==> config.mk <==
export PLATFORM = sky130hd
export DESIGN_NAME = stepper_wave_drive_sequencer
export DESIGN_NICKNAME = d
export VERILOG_FILES = /design/src/sv/swds_pkg.sv /design/src/sv/stepper_wave_drive_sequencer.sv /design/src/sv/swds_step.sv
export SDC_FILE = /design/constraint.sdc
export NUM_CORES = 1
export LEC_CHECK = 0
export ABC_AREA = 1
export BUFFER_PORTS_ARGS = -buffer_cell sky130_fd_sc_hd__buf_2
export CORE_UTILIZATION = 55
export CTS_BUF_LIST = sky130_fd_sc_hd__clkbuf_8 sky130_fd_sc_hd__clkbuf_16
export DETAILED_ROUTE_END_ITERATION = 12
export PLACE_DENSITY = 0.8
export SLEW_MARGIN = 20
export SYNTH_ARGS = -nofsm -noshare
export SYNTH_HDL_FRONTEND = slang
export SYNTH_SLANG_ARGS = --single-unit
==> constraint.sdc <==
create_clock -name clk -period 3.61 [get_ports clk]
set_input_delay 0.361 -clock clk [delete_from_list [all_inputs] [get_ports clk]]
set_output_delay 0.361 -clock clk [all_outputs]
set_load 0.02 [all_outputs]
==> src/sv/swds_pkg.sv <==
// Shared types, register indexes and constants of the stepper wave-drive sequencer.
package swds_pkg;

	localparam int unsigned StepCountW = 10;
	localparam int unsigned PeriodW    = 8;
	localparam int unsigned TicksW     = 12;
	localparam int unsigned CfgIndexW  = 3;
	localparam int unsigned CfgDataW   = 12;
	localparam int unsigned PatternW   = 5;
	localparam int unsigned SegmentW   = 3;
	localparam int unsigned PhaseW     = 3;
	localparam int unsigned ModeW      = 2;

	// Register indexes of the configuration port.
	localparam logic [CfgIndexW-1:0] REG_WASH_STEP_COUNT = 3'd0;
	localparam logic [CfgIndexW-1:0] REG_SPIN_STEP_COUNT = 3'd1;
	localparam logic [CfgIndexW-1:0] REG_WASH_PERIOD     = 3'd2;
	localparam logic [CfgIndexW-1:0] REG_SPIN1_PERIOD    = 3'd3;
	localparam logic [CfgIndexW-1:0] REG_SPIN2_PERIOD    = 3'd4;
	localparam logic [CfgIndexW-1:0] REG_PAUSE_TICKS     = 3'd5;
	localparam logic [CfgIndexW-1:0] REG_STARTUP_TICKS   = 3'd6;

	// Register values after reset.
	localparam logic [StepCountW-1:0] WASH_STEP_COUNT_RST = 10'd400;
	localparam logic [StepCountW-1:0] SPIN_STEP_COUNT_RST = 10'd800;
	localparam logic [PeriodW-1:0]    WASH_PERIOD_RST     = 8'd30;
	localparam logic [PeriodW-1:0]    SPIN1_PERIOD_RST    = 8'd20;
	localparam logic [PeriodW-1:0]    SPIN2_PERIOD_RST    = 8'd10;
	localparam logic [TicksW-1:0]     PAUSE_TICKS_RST     = 12'd1000;
	localparam logic [TicksW-1:0]     STARTUP_TICKS_RST   = 12'd2000;

	// Sequencer modes.
	localparam logic [ModeW-1:0] MODE_STARTUP = 2'd0;
	localparam logic [ModeW-1:0] MODE_IDLE    = 2'd1;
	localparam logic [ModeW-1:0] MODE_STEP    = 2'd2;
	localparam logic [ModeW-1:0] MODE_PAUSE   = 2'd3;

	localparam logic [PatternW-1:0] IDLE_PATTERN = 5'b10000;
	localparam logic [SegmentW-1:0] LAST_SEGMENT = 3'd5;

	typedef struct packed {
		logic start_n;
		logic stop_n;
	} item_t;

	typedef struct packed {
		logic [PatternW-1:0] coil_pattern;
		logic                running;
		logic [SegmentW-1:0] segment;
	} result_t;

	typedef struct packed {
		logic [StepCountW-1:0] wash_step_count;
		logic [StepCountW-1:0] spin_step_count;
		logic [PeriodW-1:0]    wash_period;
		logic [PeriodW-1:0]    spin1_period;
		logic [PeriodW-1:0]    spin2_period;
		logic [TicksW-1:0]     pause_ticks;
		logic [TicksW-1:0]     startup_ticks;
	} cfg_t;

	typedef struct packed {
		logic [ModeW-1:0]      mode;
		logic [PhaseW-1:0]     coil_phase;
		logic [SegmentW-1:0]   segment_index;
		logic [StepCountW-1:0] steps_done;
		logic [TicksW-1:0]     tick_timer;
		logic [PatternW-1:0]   drive_latch;
	} seq_state_t;

endpackage

==> src/sv/stepper_wave_drive_sequencer.sv <==
// Top level of the stepper wave-drive sequencer: registers, handshakes and configuration.
// Each accepted beat is one 1 ms tick carrying the start and stop button levels, and it
// produces exactly one result beat with the coil pattern, the running flag and the segment.
// The sequencer state and the result register are both updated at the edge that accepts
// a tick, so with result_ready held high a new tick can be accepted on every cycle. The
// single result register decides the rate; while it holds a beat that has not been taken,
// item_ready is low. Configuration writes take effect at once and should only be made
// while no tick is in flight.
module stepper_wave_drive_sequencer (
	input  logic                              clk,
	input  logic                              arst_n,
	input  logic                              item_valid,
	output logic                              item_ready,
	input  swds_pkg::item_t                   item,
	output logic                              result_valid,
	input  logic                              result_ready,
	output swds_pkg::result_t                 result,
	input  logic                              cfg_we,
	input  logic [swds_pkg::CfgIndexW-1:0]    cfg_index,
	input  logic [swds_pkg::CfgDataW-1:0]     cfg_data
);

	swds_pkg::cfg_t       cfg_q;
	swds_pkg::seq_state_t state_q;
	swds_pkg::seq_state_t state_nxt;
	swds_pkg::result_t    result_nxt;
	swds_pkg::result_t    result_q;
	logic                 result_valid_q;
	logic                 accept;

	assign item_ready   = !result_valid_q || result_ready;
	assign accept       = item_valid && item_ready;
	assign result_valid = result_valid_q;
	assign result       = result_q;

	always_ff @(posedge clk or negedge arst_n) begin
		if (!arst_n) begin
			cfg_q.wash_step_count <= swds_pkg::WASH_STEP_COUNT_RST;
			cfg_q.spin_step_count <= swds_pkg::SPIN_STEP_COUNT_RST;
			cfg_q.wash_period     <= swds_pkg::WASH_PERIOD_RST;
			cfg_q.spin1_period    <= swds_pkg::SPIN1_PERIOD_RST;
			cfg_q.spin2_period    <= swds_pkg::SPIN2_PERIOD_RST;
			cfg_q.pause_ticks     <= swds_pkg::PAUSE_TICKS_RST;
			cfg_q.startup_ticks   <= swds_pkg::STARTUP_TICKS_RST;
		end else if (cfg_we) begin
			unique case (cfg_index)
				swds_pkg::REG_WASH_STEP_COUNT:
					cfg_q.wash_step_count <= cfg_data[swds_pkg::StepCountW-1:0];
				swds_pkg::REG_SPIN_STEP_COUNT:
					cfg_q.spin_step_count <= cfg_data[swds_pkg::StepCountW-1:0];
				swds_pkg::REG_WASH_PERIOD:
					cfg_q.wash_period <= cfg_data[swds_pkg::PeriodW-1:0];
				swds_pkg::REG_SPIN1_PERIOD:
					cfg_q.spin1_period <= cfg_data[swds_pkg::PeriodW-1:0];
				swds_pkg::REG_SPIN2_PERIOD:
					cfg_q.spin2_period <= cfg_data[swds_pkg::PeriodW-1:0];
				swds_pkg::REG_PAUSE_TICKS:
					cfg_q.pause_ticks <= cfg_data;
				swds_pkg::REG_STARTUP_TICKS:
					cfg_q.startup_ticks <= cfg_data;
				default: begin
				end
			endcase
		end
	end

	swds_step u_step (
		.cfg    (cfg_q),
		.cur    (state_q),
		.item   (item),
		.nxt    (state_nxt),
		.result (result_nxt)
	);

	always_ff @(posedge clk or negedge arst_n) begin
		if (!arst_n) begin
			state_q.mode          <= swds_pkg::MODE_STARTUP;
			state_q.coil_phase    <= '0;
			state_q.segment_index <= '0;
			state_q.steps_done    <= '0;
			state_q.tick_timer    <= '0;
			state_q.drive_latch   <= '0;
			result_valid_q        <= 1'b0;
		end else begin
			if (accept) begin
				state_q        <= state_nxt;
				result_valid_q <= 1'b1;
			end else if (result_ready) begin
				result_valid_q <= 1'b0;
			end
		end
	end

	always_ff @(posedge clk) begin
		if (accept) begin
			result_q <= result_nxt;
		end
	end

endmodule

==> src/sv/swds_step.sv <==
// Next-state and result logic for one tick of the stepper wave-drive sequencer.
module swds_step (
	input  swds_pkg::cfg_t       cfg,
	input  swds_pkg::seq_state_t cur,
	input  swds_pkg::item_t      item,
	output swds_pkg::seq_state_t nxt,
	output swds_pkg::result_t    result
);

	logic                                do_idle;
	logic                                do_begin;
	logic                                do_step;
	logic [swds_pkg::SegmentW-1:0]       begin_seg;
	logic [swds_pkg::StepCountW-1:0]     steps_inc;
	logic [swds_pkg::StepCountW-1:0]     seg_count;
	logic [swds_pkg::PeriodW-1:0]        seg_period;
	logic                                pause_after;
	logic [swds_pkg::TicksW-1:0]         timer_inc;
	logic                                run;

	assign steps_inc = cur.steps_done + 1'b1;
	assign timer_inc = cur.tick_timer + 1'b1;

	always_comb begin
		if (cur.segment_index < 3'd2) begin
			seg_count  = cfg.wash_step_count;
			seg_period = cfg.wash_period;
		end else begin
			seg_count  = cfg.spin_step_count;
			seg_period = (cur.segment_index < 3'd4) ? cfg.spin1_period : cfg.spin2_period;
		end
		// A step count of zero behaves as a single step.
		if (seg_count == '0) begin
			seg_count = {{(swds_pkg::StepCountW-1){1'b0}}, 1'b1};
		end
	end

	assign pause_after = (cur.segment_index == 3'd0) || (cur.segment_index == 3'd1) ||
		(cur.segment_index == 3'd2) || (cur.segment_index == 3'd4);

	always_comb begin
		nxt       = cur;
		do_idle   = 1'b0;
		do_begin  = 1'b0;
		do_step   = 1'b0;
		begin_seg = cur.segment_index + 1'b1;

		unique case (cur.mode)
			swds_pkg::MODE_STARTUP: begin
				if (cur.tick_timer >= cfg.startup_ticks) begin
					do_idle = 1'b1;
				end else begin
					nxt.tick_timer = timer_inc;
				end
			end
			swds_pkg::MODE_IDLE: begin
				do_idle = 1'b1;
			end
			swds_pkg::MODE_STEP: begin
				if (cur.tick_timer < {{(swds_pkg::TicksW-swds_pkg::PeriodW){1'b0}}, seg_period})
				begin
					nxt.tick_timer = timer_inc;
				end else begin
					nxt.steps_done = steps_inc;
					if (!item.stop_n) begin
						do_idle = 1'b1;
					end else if (steps_inc < seg_count) begin
						do_step = 1'b1;
					end else if (cur.segment_index >= swds_pkg::LAST_SEGMENT) begin
						do_idle = 1'b1;
					end else if (pause_after) begin
						// The rest's first tick is counted on this same tick.
						nxt.mode = swds_pkg::MODE_PAUSE;
						if (cfg.pause_ticks == '0) begin
							do_begin = 1'b1;
						end else begin
							nxt.tick_timer = {{(swds_pkg::TicksW-1){1'b0}}, 1'b1};
						end
					end else begin
						do_begin = 1'b1;
					end
				end
			end
			swds_pkg::MODE_PAUSE: begin
				if (cur.tick_timer >= cfg.pause_ticks) begin
					do_begin = 1'b1;
				end else begin
					nxt.tick_timer = timer_inc;
				end
			end
			default: begin
				nxt = cur;
			end
		endcase

		if (do_idle) begin
			nxt.mode          = swds_pkg::MODE_IDLE;
			nxt.segment_index = '0;
			nxt.steps_done    = '0;
			nxt.tick_timer    = '0;
			nxt.drive_latch   = swds_pkg::IDLE_PATTERN;
			if (!item.start_n) begin
				do_begin  = 1'b1;
				begin_seg = '0;
			end
		end

		if (do_begin) begin
			nxt.segment_index = begin_seg;
			nxt.steps_done    = '0;
			do_step           = 1'b1;
		end

		if (do_step) begin
			// Even segments run forward, odd ones in reverse, wrapping over four phases.
			if (!nxt.segment_index[0]) begin
				nxt.coil_phase = (cur.coil_phase >= 3'd4) ? 3'd1 : cur.coil_phase + 1'b1;
			end else begin
				nxt.coil_phase = (cur.coil_phase <= 3'd1) ? 3'd4 : cur.coil_phase - 1'b1;
			end
			nxt.drive_latch = swds_pkg::PatternW'(1) << (nxt.coil_phase - 1'b1);
			nxt.tick_timer  = {{(swds_pkg::TicksW-1){1'b0}}, 1'b1};
			nxt.mode        = swds_pkg::MODE_STEP;
		end
	end

	assign run = (nxt.mode == swds_pkg::MODE_STEP) || (nxt.mode == swds_pkg::MODE_PAUSE);

	assign result.coil_pattern = nxt.drive_latch;
	assign result.running      = run;
	assign result.segment      = run ? nxt.segment_index : '0;

endmodule
==> results of run 1 <==
==> worst min-delay path by stage <==
stage                                         to  slack (ns)  cells after the start
after global routing       cfg_q[60]$_DFFE_PN0P_        0.18                      1
after CTS                  cfg_q[58]$_DFFE_PN0P_        0.14                      1
after floorplan             cfg_q[0]$_DFFE_PN0P_        0.07                      0
final                      cfg_q[61]$_DFFE_PN0P_         0.1                      1
after global placement     cfg_q[35]$_DFFE_PN0P_        0.46                      2
after detailed placement  state_q[4]$_DFFE_PN0P_        0.47                      2
==> flip-flops by register name (all words and copies together), names as in the netlist <==
register / cells
cfg_q: 68
state_q: 35
result: 9
result_valid: 1
==> power groups by stage <==
stage	sequential, mW	combinational [mW]	clock [mW]
after CTS	1.77	1.35	1.64
after global routing	1.81	1.60	1.69
after detailed placement	1.78	1.34	0
after floorplan	1.76	0.984	0
after global placement	1.77	1.26	0
final	1.78	1.39	1.63
==> layout by cell type, fill, tap and decap left out, drive strengths merged, types with 2 or more instances in the layout <==
| cell type | Yosys | layout |
|---|---|---|
| a211oi | 2 | 2 |
| a21boi | 4 | 4 |
| a21oi | 33 | 33 |
| a22o | 5 | 5 |
| a22oi | 2 | 2 |
| buf | 6 | 43 |
| bufinv | 0 | 2 |
| clkbuf | 13 | 20 |
| clkinv | 0 | 4 |
| dfrtp | 78 | 78 |
| dfstp | 26 | 26 |
| edfxtp | 9 | 9 |
| ha | 49 | 49 |
| inv | 116 | 122 |
| nand2 | 227 | 227 |
| nand3 | 28 | 28 |
| nand4 | 5 | 5 |
| nor2 | 45 | 45 |
| nor3 | 5 | 5 |
| nor4 | 2 | 2 |
| o21ai | 97 | 97 |
| o22ai | 2 | 2 |
| o31ai | 7 | 7 |
| o41ai | 2 | 2 |
| xor2 | 8 | 8 |
==> cell type report <==
type | instances | area, um2 | share of cell area [%]
multi-input combinational | 534 | 2947 | 40.35
tap | 140 | 175.2 | 2.399
clock buffer | 20 | 478.0 | 6.546
clock inverter | 12 | 102.6 | 1.405
inverter | 116 | 437.9 | 5.997
timing repair buffer | 43 | 252.7 | 3.461
sequential | 113 | 2909 | 39.84
==> routing by layer <==
metal  vias to the layer above  part of all wire, %
li1                       2626                    -
met1                      2542                   44
met5                         -                    0
met4                         0                  3.3
met3                        40                  5.1
met2                       168                   48
==> worst reg2reg max path, delay by kind of cell (launching register included) <==
family	cells	cell delay (ns)
AO/OA/AOI/OAI	4	0.79
flip-flops	1	0.46
adder cells (fa/ha/maj)	1	0.31
AND/OR/NAND/NOR	9	1.11
buffers and inverters	4	0.63
==> cells by family after synthesis <==
| kind of cell | Yosys count | share of synthesized area [%] |
|---|---|---|
| AND/OR/NAND/NOR | 315 | 20.69 |
| AO/OA/AOI/OAI | 161 | 14.33 |
| buffers and inverters | 135 | 8.368 |
| flip-flops | 113 | 45.72 |
| adder cells (fa/ha/maj) | 49 | 9.648 |
| XOR/XNOR | 9 | 1.240 |
==> metrics by stage <==
stage	area, um2	TNS [ns]
floorplan	6355	0
global placement	6649	0
detailed placement	6649	0
CTS	7229	0
global route	7302	-0.04435
finish	7302	0
==> what timing repair did <==
action / in CTS / in global routing
gates resized for setup: 0 / 15
buffers inserted: 0 / 4
endpoints found under the setup margin: 0 / 32
==> impl_metrics.env, run 1 <==
export IMPL_status="complete, no violations"
export IMPL_yosys_area_top_type_share_pct=30.71
export IMPL_rrSetupSlack_ns=0.20
export IMPL_slew_viol_final=0
export IMPL_path_cells="nor2_4, buf_6, nand2_1, o21ai_0, inv_1, ha_1, nand4_1, o221a_2, nand3_2, nand2_2, nand2_2, nand2_2, inv_2, a21oi_2, nand2_2, nand2_2, buf_6, o31ai_1"
export IMPL_critPathArrivalTime_ns=3.72
export IMPL_antenna_found_initial=0
export IMPL_numCtsBuffers=17
export IMPL_hpwl_um=10310
export IMPL_track_usage_pct=27.19
export IMPL_crit_cells=18
export IMPL_async_flop_share_pct=92.04
export IMPL_max_freq_mhz=293.1
export IMPL_cts_sinks=113
export IMPL_firstDrtPassIters=5
export IMPL_slew_limit_headroom_pct=34.34
export IMPL_yosysTopAreaCell="dfrtp_1"
export IMPL_crit_buf_inv=4
export IMPL_drt_first_iter_violations=362
export IMPL_utilization_pct=66.20
export IMPL_synth_area_leaders="dfrtp_1 31%, nand2_1 13%, dfstp_2 11%"
export IMPL_seq_area_frac_synth_pct=45.72
export IMPL_io_pins=33
export IMPL_p_sw_mw=1.653
export IMPL_synth_enable_flop_cells=9
export IMPL_synth_most_common_cell="nand2_1"
export IMPL_grt_overflow=0
export IMPL_p_sw_share_pct=34.47
export IMPL_routedWlPerCell_um=15.31
export IMPL_maxCapViolCount=0
export IMPL_die_area_mm2=0.01199
export IMPL_drive_above_1_share_pct=16.35
export IMPL_peakVddDrop_uv=427.5
export IMPL_via_per_inst=5.497
export IMPL_timing_rr_start="state_q[28]$_DFFE_PN0P_"
export IMPL_met2_usage_pct=43.76
export IMPL_hold_viol=0
export IMPL_worstMarginPinSlew_ns=0.9849
export IMPL_worst_path_most_repeated_cell="nand2_2"
export IMPL_clk_pin_slew_ns=0.05
export IMPL_worst_slack_ns=0.1982
export IMPL_met3_usage_pct=6.817
export IMPL_worstHoldPathType="in2async"
export IMPL_p_int_mw=3.143
export IMPL_hold_buffers=0
export IMPL_grt_pass1_vias=5234
export IMPL_drt_wl_total_um=14970
export IMPL_synth_flop_cell="dfrtp_1"
export IMPL_reg2reg_depth=18
export IMPL_period_minus_slack_ns=3.412
export IMPL_cpMaxStageDelayCell="dfrtp_2"
export IMPL_grt_busiest_layer="met2"
export IMPL_die_h_um=109.5
export IMPL_synth_area_mm2=0.006355
export IMPL_dieWidth_um=109.5
export IMPL_leakage_nw=3.773
export IMPL_hold_ws_ns=0.09987
export IMPL_area_delta_synth_final_pct=14.90
export IMPL_critical_path_top_delay_family="simple AND/OR/NAND/NOR gates"
export IMPL_cts_tree="built"
export IMPL_num_antenna_cells=0
export IMPL_synth_top_cells_by_count="216 x nand2_1, 109 x inv_1, 93 x o21ai_0, 78 x dfrtp_1, 49 x ha_1"
export IMPL_synth_distinct_cells=46
export IMPL_nNetsFinal=896
export IMPL_setup_violations=0
export IMPL_remaining_drc_errors=0
export IMPL_synth_seq_cells=113
export IMPL_yosys_warnings=0
export IMPL_cp_required_ns=3.92
export IMPL_dp_cells=942
export IMPL_rows=38
export IMPL_clockBufferDepth=2
export IMPL_power_frac_seq_pct=37.0
export IMPL_endpoint_kind="register"
export IMPL_grt_max_degree=80
export IMPL_crit_path_end="state_q[24]$_DFFE_PN0P_"
export IMPL_portBuffers=32
export IMPL_critPathLaunch="state_q[28]$_DFFE_PN0P_"
export IMPL_start_kind="register"
export IMPL_stdcell_count=978
export IMPL_share_comb_of_total_power_pct=29.0
export IMPL_root_buffer="clkbuf_16"
export IMPL_worstReg2RegEnd="state_q[24]$_DFFE_PN0P_"
export IMPL_dp_worst_setup_slack_ns=0.08590
export IMPL_crit_type="reg2reg"
export IMPL_synth_cells=782
export IMPL_avgSynthCellArea_um2=8.126
export IMPL_synthesis_nets=853
export IMPL_clkLatencyLatePin_ns=0.42
export IMPL_grtUsageMet1_pct=34.13
export IMPL_post_route_period_util_pct=94.51
export IMPL_h_tree_depth=4
export IMPL_power_density_mw_per_mm2=656.9
export IMPL_place_congestion=0.8534
export IMPL_clkPwrFrac_pct=34.0
export IMPL_finClkSkew_ns=0.009125
export IMPL_cpPeakStageDelay_ns=0.46
export IMPL_power_mw=4.796
export IMPL_via_count=5376
export IMPL_fp_coreArea_mm2=0.01103
export IMPL_cp_max_fo=17
export IMPL_grt_pass1_wl_um=24420
export IMPL_start_util_pct=57.61
export IMPL_n_fill_cell=877
export IMPL_antenna_left=0
Power figures use the tool's default switching activity.
==> run 2, diff against run 1 <==
- CAP_MARGIN: default -> 20
- CORE_ASPECT_RATIO: default -> 0.6
==> run 2 against run 1 <==
First-iteration DRC count grew 30%. Register-to-register slack got worse by 0.02 ns. Worst setup slack got worse by 0.017 ns. Largest cell class unchanged.
==> impl_metrics.env, run 2 (same netlist as run 1, synthesis figures left out) <==
export IMPL_wl_met1_um=6936
export IMPL_largest_reg_flops=68
export IMPL_endpoint_kind="register"
export IMPL_power_frac_seq_pct=36.5
export IMPL_hpwl_um=11150
export IMPL_period_minus_slack_ns=3.429
export IMPL_worst_slack_ns=0.1809
export IMPL_p_sw_mw=1.777
export IMPL_top_layer="met4"
export IMPL_grt_max_degree=60
export IMPL_start_kind="register"
export IMPL_nNetsFinal=893
export IMPL_finClkSkew_ns=0.008652
export IMPL_drt_wl_total_um=15910
export IMPL_utilization_pct=67.28
export IMPL_worst_path_most_repeated_cell="nand2_2"
export IMPL_routedWlPerCell_um=16.33
export IMPL_via_per_inst=5.646
export IMPL_maxCapViolCount=0
export IMPL_clk_pin_slew_ns=0.06
export IMPL_grt_pass1_wl_um=25720
export IMPL_rows=29
export IMPL_clkLatencyLatePin_ns=0.43
export IMPL_grt_overflow=0
export IMPL_cts_sinks=113
export IMPL_post_route_period_util_pct=94.99
export IMPL_antenna_found_initial=0
export IMPL_p_int_mw=3.101
export IMPL_start_util_pct=58.38
export IMPL_slew_limit_headroom_pct=49.06
export IMPL_cpMaxStageDelayCell="dfrtp_1"
export IMPL_wl_met3_um=1405
export IMPL_cp_max_fo=21
export IMPL_die_h_um=85.26
export IMPL_timing_rr_start="state_q[17]$_DFFE_PN0P_"
export IMPL_share_comb_of_total_power_pct=29.9
export IMPL_fp_coreArea_mm2=0.01089
export IMPL_grt_pass1_vias=5322
export IMPL_setup_violations=0
export IMPL_via_count=5499
export IMPL_firstDrtPassIters=5
export IMPL_slew_viol_final=0
export IMPL_track_usage_pct=28.13
export IMPL_place_congestion=0.8916
export IMPL_power_density_mw_per_mm2=666.1
export IMPL_area_delta_synth_final_pct=15.24
export IMPL_die_area_mm2=0.01200
export IMPL_critPathLaunch="state_q[17]$_DFFE_PN0P_"
export IMPL_worstHoldPathType="in2async"
export IMPL_antenna_left=0
export IMPL_numCtsBuffers=17
export IMPL_cts_tree="built"
export IMPL_worstMarginPinSlew_ns=0.7642
export IMPL_met2WireLength_um=7336
export IMPL_mostFrequentLayoutCells="214 x nand2_1, 109 x inv_1, 91 x o21ai_0, 77 x dfrtp_1, 49 x ha_1"
export IMPL_h_tree_depth=4
export IMPL_status="complete, no violations"
export IMPL_cp_required_ns=3.93
export IMPL_crit_type="reg2reg"
export IMPL_drive_above_1_share_pct=17.13
export IMPL_p_sw_share_pct=36.43
export IMPL_clockBufferDepth=2
export IMPL_drt_first_iter_violations=471
export IMPL_portBuffers=32
export IMPL_leakage_nw=3.761
export IMPL_dieWidth_um=140.8
export IMPL_remaining_drc_errors=0
export IMPL_path_cells="nand3_1, nor3b_4, nand4_1, xor2_1, inv_1, ha_1, nand4_1, o221a_2, nand3_2, nand2_2, nand2_2, nand2_2, inv_2, a21oi_2, nand2_2, nand2_8, o31ai_1"
export IMPL_num_antenna_cells=0
export IMPL_hold_viol=0
export IMPL_clkPwrFrac_pct=33.7
export IMPL_largest_register="cfg_q"
export IMPL_critPathArrivalTime_ns=3.74
export IMPL_root_buffer="clkbuf_16"
export IMPL_cpPeakStageDelay_ns=0.40
export IMPL_io_pins=33
export IMPL_max_freq_mhz=291.6
export IMPL_peakVddDrop_uv=413.0
export IMPL_dp_worst_setup_slack_ns=-0.01396
export IMPL_final_common_cell="nand2_1"
-- run 2: power by group through the flow --
stage                     combinational [mW]  sequential, mW  clock (mW)
final                                   1.46            1.78        1.64
after global routing                    1.65            1.81        1.70
after CTS                               1.38            1.77        1.65
after detailed placement                1.36            1.78           0
after global placement                  1.28            1.77           0
after floorplan                        0.984            1.76           0
-- run 2: cell type report --
type,instances,area [um2]
Tap cell,139,173.9
Timing Repair Buffer,40,226.5
Fill cell,865,3562
Sequential cell,113,2907
Inverter,116,435.4
Clock buffer,20,478.0
Multi-Input combinational cell,534,2995
Clock inverter,12,107.6
-- run 2: layer usage --
layer  GRT usage [%]  vias to the layer above
li1                -                     2624
met1           36.50                     2625
met2           44.69                      218
met3           9.029                       32
met4           9.783                        0
met5               0                        -
-- run 2: through the flow --
| step | hold WS, ns | instance area [um2] | total power [mW] | cells | TNS [ns] |
|---|---|---|---|---|---|
| 2_1_floorplan | 0.06541 | 6355 | 2.741 | 782 | 0 |
| 3_3_place_gp | 0.4618 | 6648 | 3.051 | 941 | 0 |
| 3_5_place_dp | 0.4652 | 6648 | 3.139 | 941 | -0.01769 |
| 4_1_cts | 0.04244 | 7243 | 4.803 | 973 | 0 |
| 5_1_grt | 0.07434 | 7323 | 5.155 | 974 | -0.08426 |
| 6_report | 0.006824 | 7323 | 4.878 | 974 | 0 |
-- run 2: worst max-delay path, delay by kind of cell, from the launching register on --
family | cells | cell delay (ns)
AOI/OAI and AO/OA | 3 | 0.65
adders and majority gates | 1 | 0.34
and+or+nand+nor | 10 | 1.51
DFF | 1 | 0.40
xor gates and xnor gates | 1 | 0.20
buffers and inverters | 2 | 0.20
-- run 2: timing repair --
| action | in CTS | in global routing |
|---|---|---|
| gates resized for setup | 2 | 21 |
| hold buffers | 0 | 0 |
| endpoints found under the setup margin | 9 | 34 |
| buffers inserted | 0 | 1 |
-- run 2: path summary, 6_finish.rpt --
path	endpoint	slack (ns)	cells past startpoint
setup / recovery	state_q[23]$_DFFE_PN0P_	0.18	17
hold / removal	cfg_q[5]$_DFFE_PN0P_	0.007	1
setup reg to reg	state_q[23]$_DFFE_PN0P_	0.18	17
hold reg to reg	state_q[4]$_DFFE_PN0P_	0.48	2
max in group asynchronous	cfg_q[65]$_DFFE_PN1P_	2.69	2
min in group clk	cfg_q[10]$_DFFE_PN1P_	0.17	3
==> run 3, diff against run 2 <==
==> constraint.sdc (replaced) <==
create_clock -name clk -period 3.61 [get_ports clk]
set_input_delay 0.5415 -clock clk [delete_from_list [all_inputs] [get_ports clk]]
set_output_delay 0.5415 -clock clk [all_outputs]
set_load 0.02 [all_outputs]
==> run 3 against run 2 <==
Critical path depth is the same. Hold slack gained 0.15 ns. Non-clock buffer count grew 11. Largest cell class unchanged. Maximum frequency shrank 2.4%. Global-route usage grew 0.87 points.
==> impl_metrics.env, run 3 (same netlist as run 1, synthesis figures left out) <==
export IMPL_grt_max_degree=50
export IMPL_hold_buffers=0
export IMPL_h_tree_depth=4
export IMPL_drt_first_iter_violations=512
export IMPL_endpoint_kind="register"
export IMPL_slew_viol_final=0
export IMPL_rsz0062_at_grt="yes"
export IMPL_antenna_left=0
export IMPL_period_minus_slack_ns=3.514
export IMPL_via_count=5608
export IMPL_remaining_drc_errors=0
export IMPL_power_mw=5.032
export IMPL_portBuffers=32
export IMPL_die_area_mm2=0.01200
export IMPL_antenna_found_initial=0
export IMPL_peakVddDrop_uv=409.4
export IMPL_critPathArrivalTime_ns=3.83
export IMPL_setup_violations=0
export IMPL_cpPeakStageDelay_ns=0.47
export IMPL_critical_path_top_delay_family="simple AND/OR/NAND/NOR gates"
export IMPL_stdcell_count=985
export IMPL_nNetsFinal=904
export IMPL_largest_reg_flops=68
export IMPL_numCtsBuffers=17
export IMPL_drive_above_1_share_pct=19.15
export IMPL_root_buffer="clkbuf_16"
export IMPL_crit_buf_inv=3
export IMPL_max_freq_mhz=284.6
export IMPL_dp_cells=941
export IMPL_post_route_period_util_pct=97.33
export IMPL_finClkSkew_ns=0.009710
export IMPL_cp_max_fo=19
export IMPL_fp_coreArea_mm2=0.01089
export IMPL_worstHoldPathType="in2async"
export IMPL_worst_slack_ns=0.09635
export IMPL_mostFrequentLayoutCells="209 x nand2_1, 108 x inv_1, 92 x o21ai_0, 75 x dfrtp_1, 49 x ha_1"
export IMPL_place_area_mm2=0.006648
export IMPL_clockBufferDepth=2
export IMPL_start_kind="register"
export IMPL_worstMarginPinSlew_ns=0.7845
export IMPL_clkLatencyLatePin_ns=0.42
export IMPL_routedWlPerCell_um=16.84
export IMPL_hpwl_um=11220
export IMPL_drt_wl_total_um=16590
export IMPL_io_pins=33
export IMPL_power_density_mw_per_mm2=674.8
export IMPL_via_per_inst=5.693
export IMPL_fin_area_mm2=0.007456
export IMPL_leakage_nw=3.829
export IMPL_num_antenna_cells=0
export IMPL_hold_viol=0
export IMPL_cts_tree="built"
export IMPL_grt_overflow=0
export IMPL_track_usage_pct=29.00
export IMPL_cpMaxStageDelayCell="dfrtp_2"
export IMPL_largest_register="cfg_q"
export IMPL_dieWidth_um=140.8
export IMPL_crit_type="reg2reg"
export IMPL_cts_sinks=113
export IMPL_rows=29
export IMPL_die_h_um=85.26
export IMPL_dp_worst_setup_slack_ns=-0.04936
export IMPL_start_util_pct=58.38
export IMPL_status="complete, no violations"
export IMPL_slew_limit_headroom_pct=47.57
export IMPL_grt_pass1_vias=5482
export IMPL_final_common_cell="nand2_1"
export IMPL_clk_pin_slew_ns=0.06
export IMPL_cp_required_ns=3.93
export IMPL_tns_ns=0
export IMPL_place_congestion=0.8788
export IMPL_maxCapViolCount=0
export IMPL_firstDrtPassIters=6
export IMPL_path_cells="nor2_4, buf_4, nand2_1, o21ai_0, inv_1, ha_1, nand4_1, o221a_2, nand3_2, nand2_2, nand2_4, nand2_4, inv_1, a21oi_2, nand2_2, nand3_1, o21ai_0"
export IMPL_grt_pass1_wl_um=26580
export IMPL_area_delta_synth_final_pct=17.33
-- run 3: timing repair --
action	CTS	global route
gates cloned	0	0
pin swaps	0	12
gates resized for setup	1	33
setup endpoints to repair	13	39
setup buffers	0	12
-- run 3: final timing paths --
check	slack [ns]	startpoint	end	cells past startpoint
worst min-delay path	0.15	arst_n	cfg_q[5]$_DFFE_PN0P_	1
min in group clk	0.37	cfg_data[10]	cfg_q[10]$_DFFE_PN1P_	3
worst min register to register	0.48	state_q[1]$_DFFE_PN0P_	state_q[1]$_DFFE_PN0P_	2
worst max-delay path	0.1	state_q[28]$_DFFE_PN0P_	state_q[18]$_DFFE_PN0P_	17
worst max register to register	0.1	state_q[28]$_DFFE_PN0P_	state_q[18]$_DFFE_PN0P_	17
max in group asynchronous	2.58	arst_n	cfg_q[53]$_DFFE_PN1P_	2
-- run 3: power by group --
part	switching, mW	internal (mW)	leakage (nW)
combinational	1.01	0.547	2.18
sequential	0.203	1.58	1.37
clock	0.628	1.06	0.284
total	1.84	3.19	3.83
-- run 3: per-stage QoR --
| step | hold slack [ns] | utilization, % |
|---|---|---|
| 2_1_floorplan | 0.2459 | - |
| 3_3_place_gp | 0.4614 | 61.07 |
| 3_5_place_dp | 0.4735 | 61.07 |
| 4_1_cts | 0.1682 | 66.66 |
| 5_1_grt | 0.2055 | 68.49 |
| 6_report | 0.1519 | 68.49 |
-- run 3: area by class of cell --
type,count,area (um2)
timing repair buffer,51,305.3
inverter,116,442.9
clock buffer,21,503.0
tap,139,173.9
fill,840,3430
multi-input combinational,534,3022
sequential,113,2909
clock inverter,11,100.1
-- run 3: routing by layer --
metal / up-vias / GRT usage, % / routed length (um)
met2: 219 / 47.99 / 7818
met4: 0 / 9.980 / 268
met1: 2707 / 36.74 / 7187
li1: 2644 / - / -
met5: - / 0 / 0
met3: 38 / 8.352 / 1317
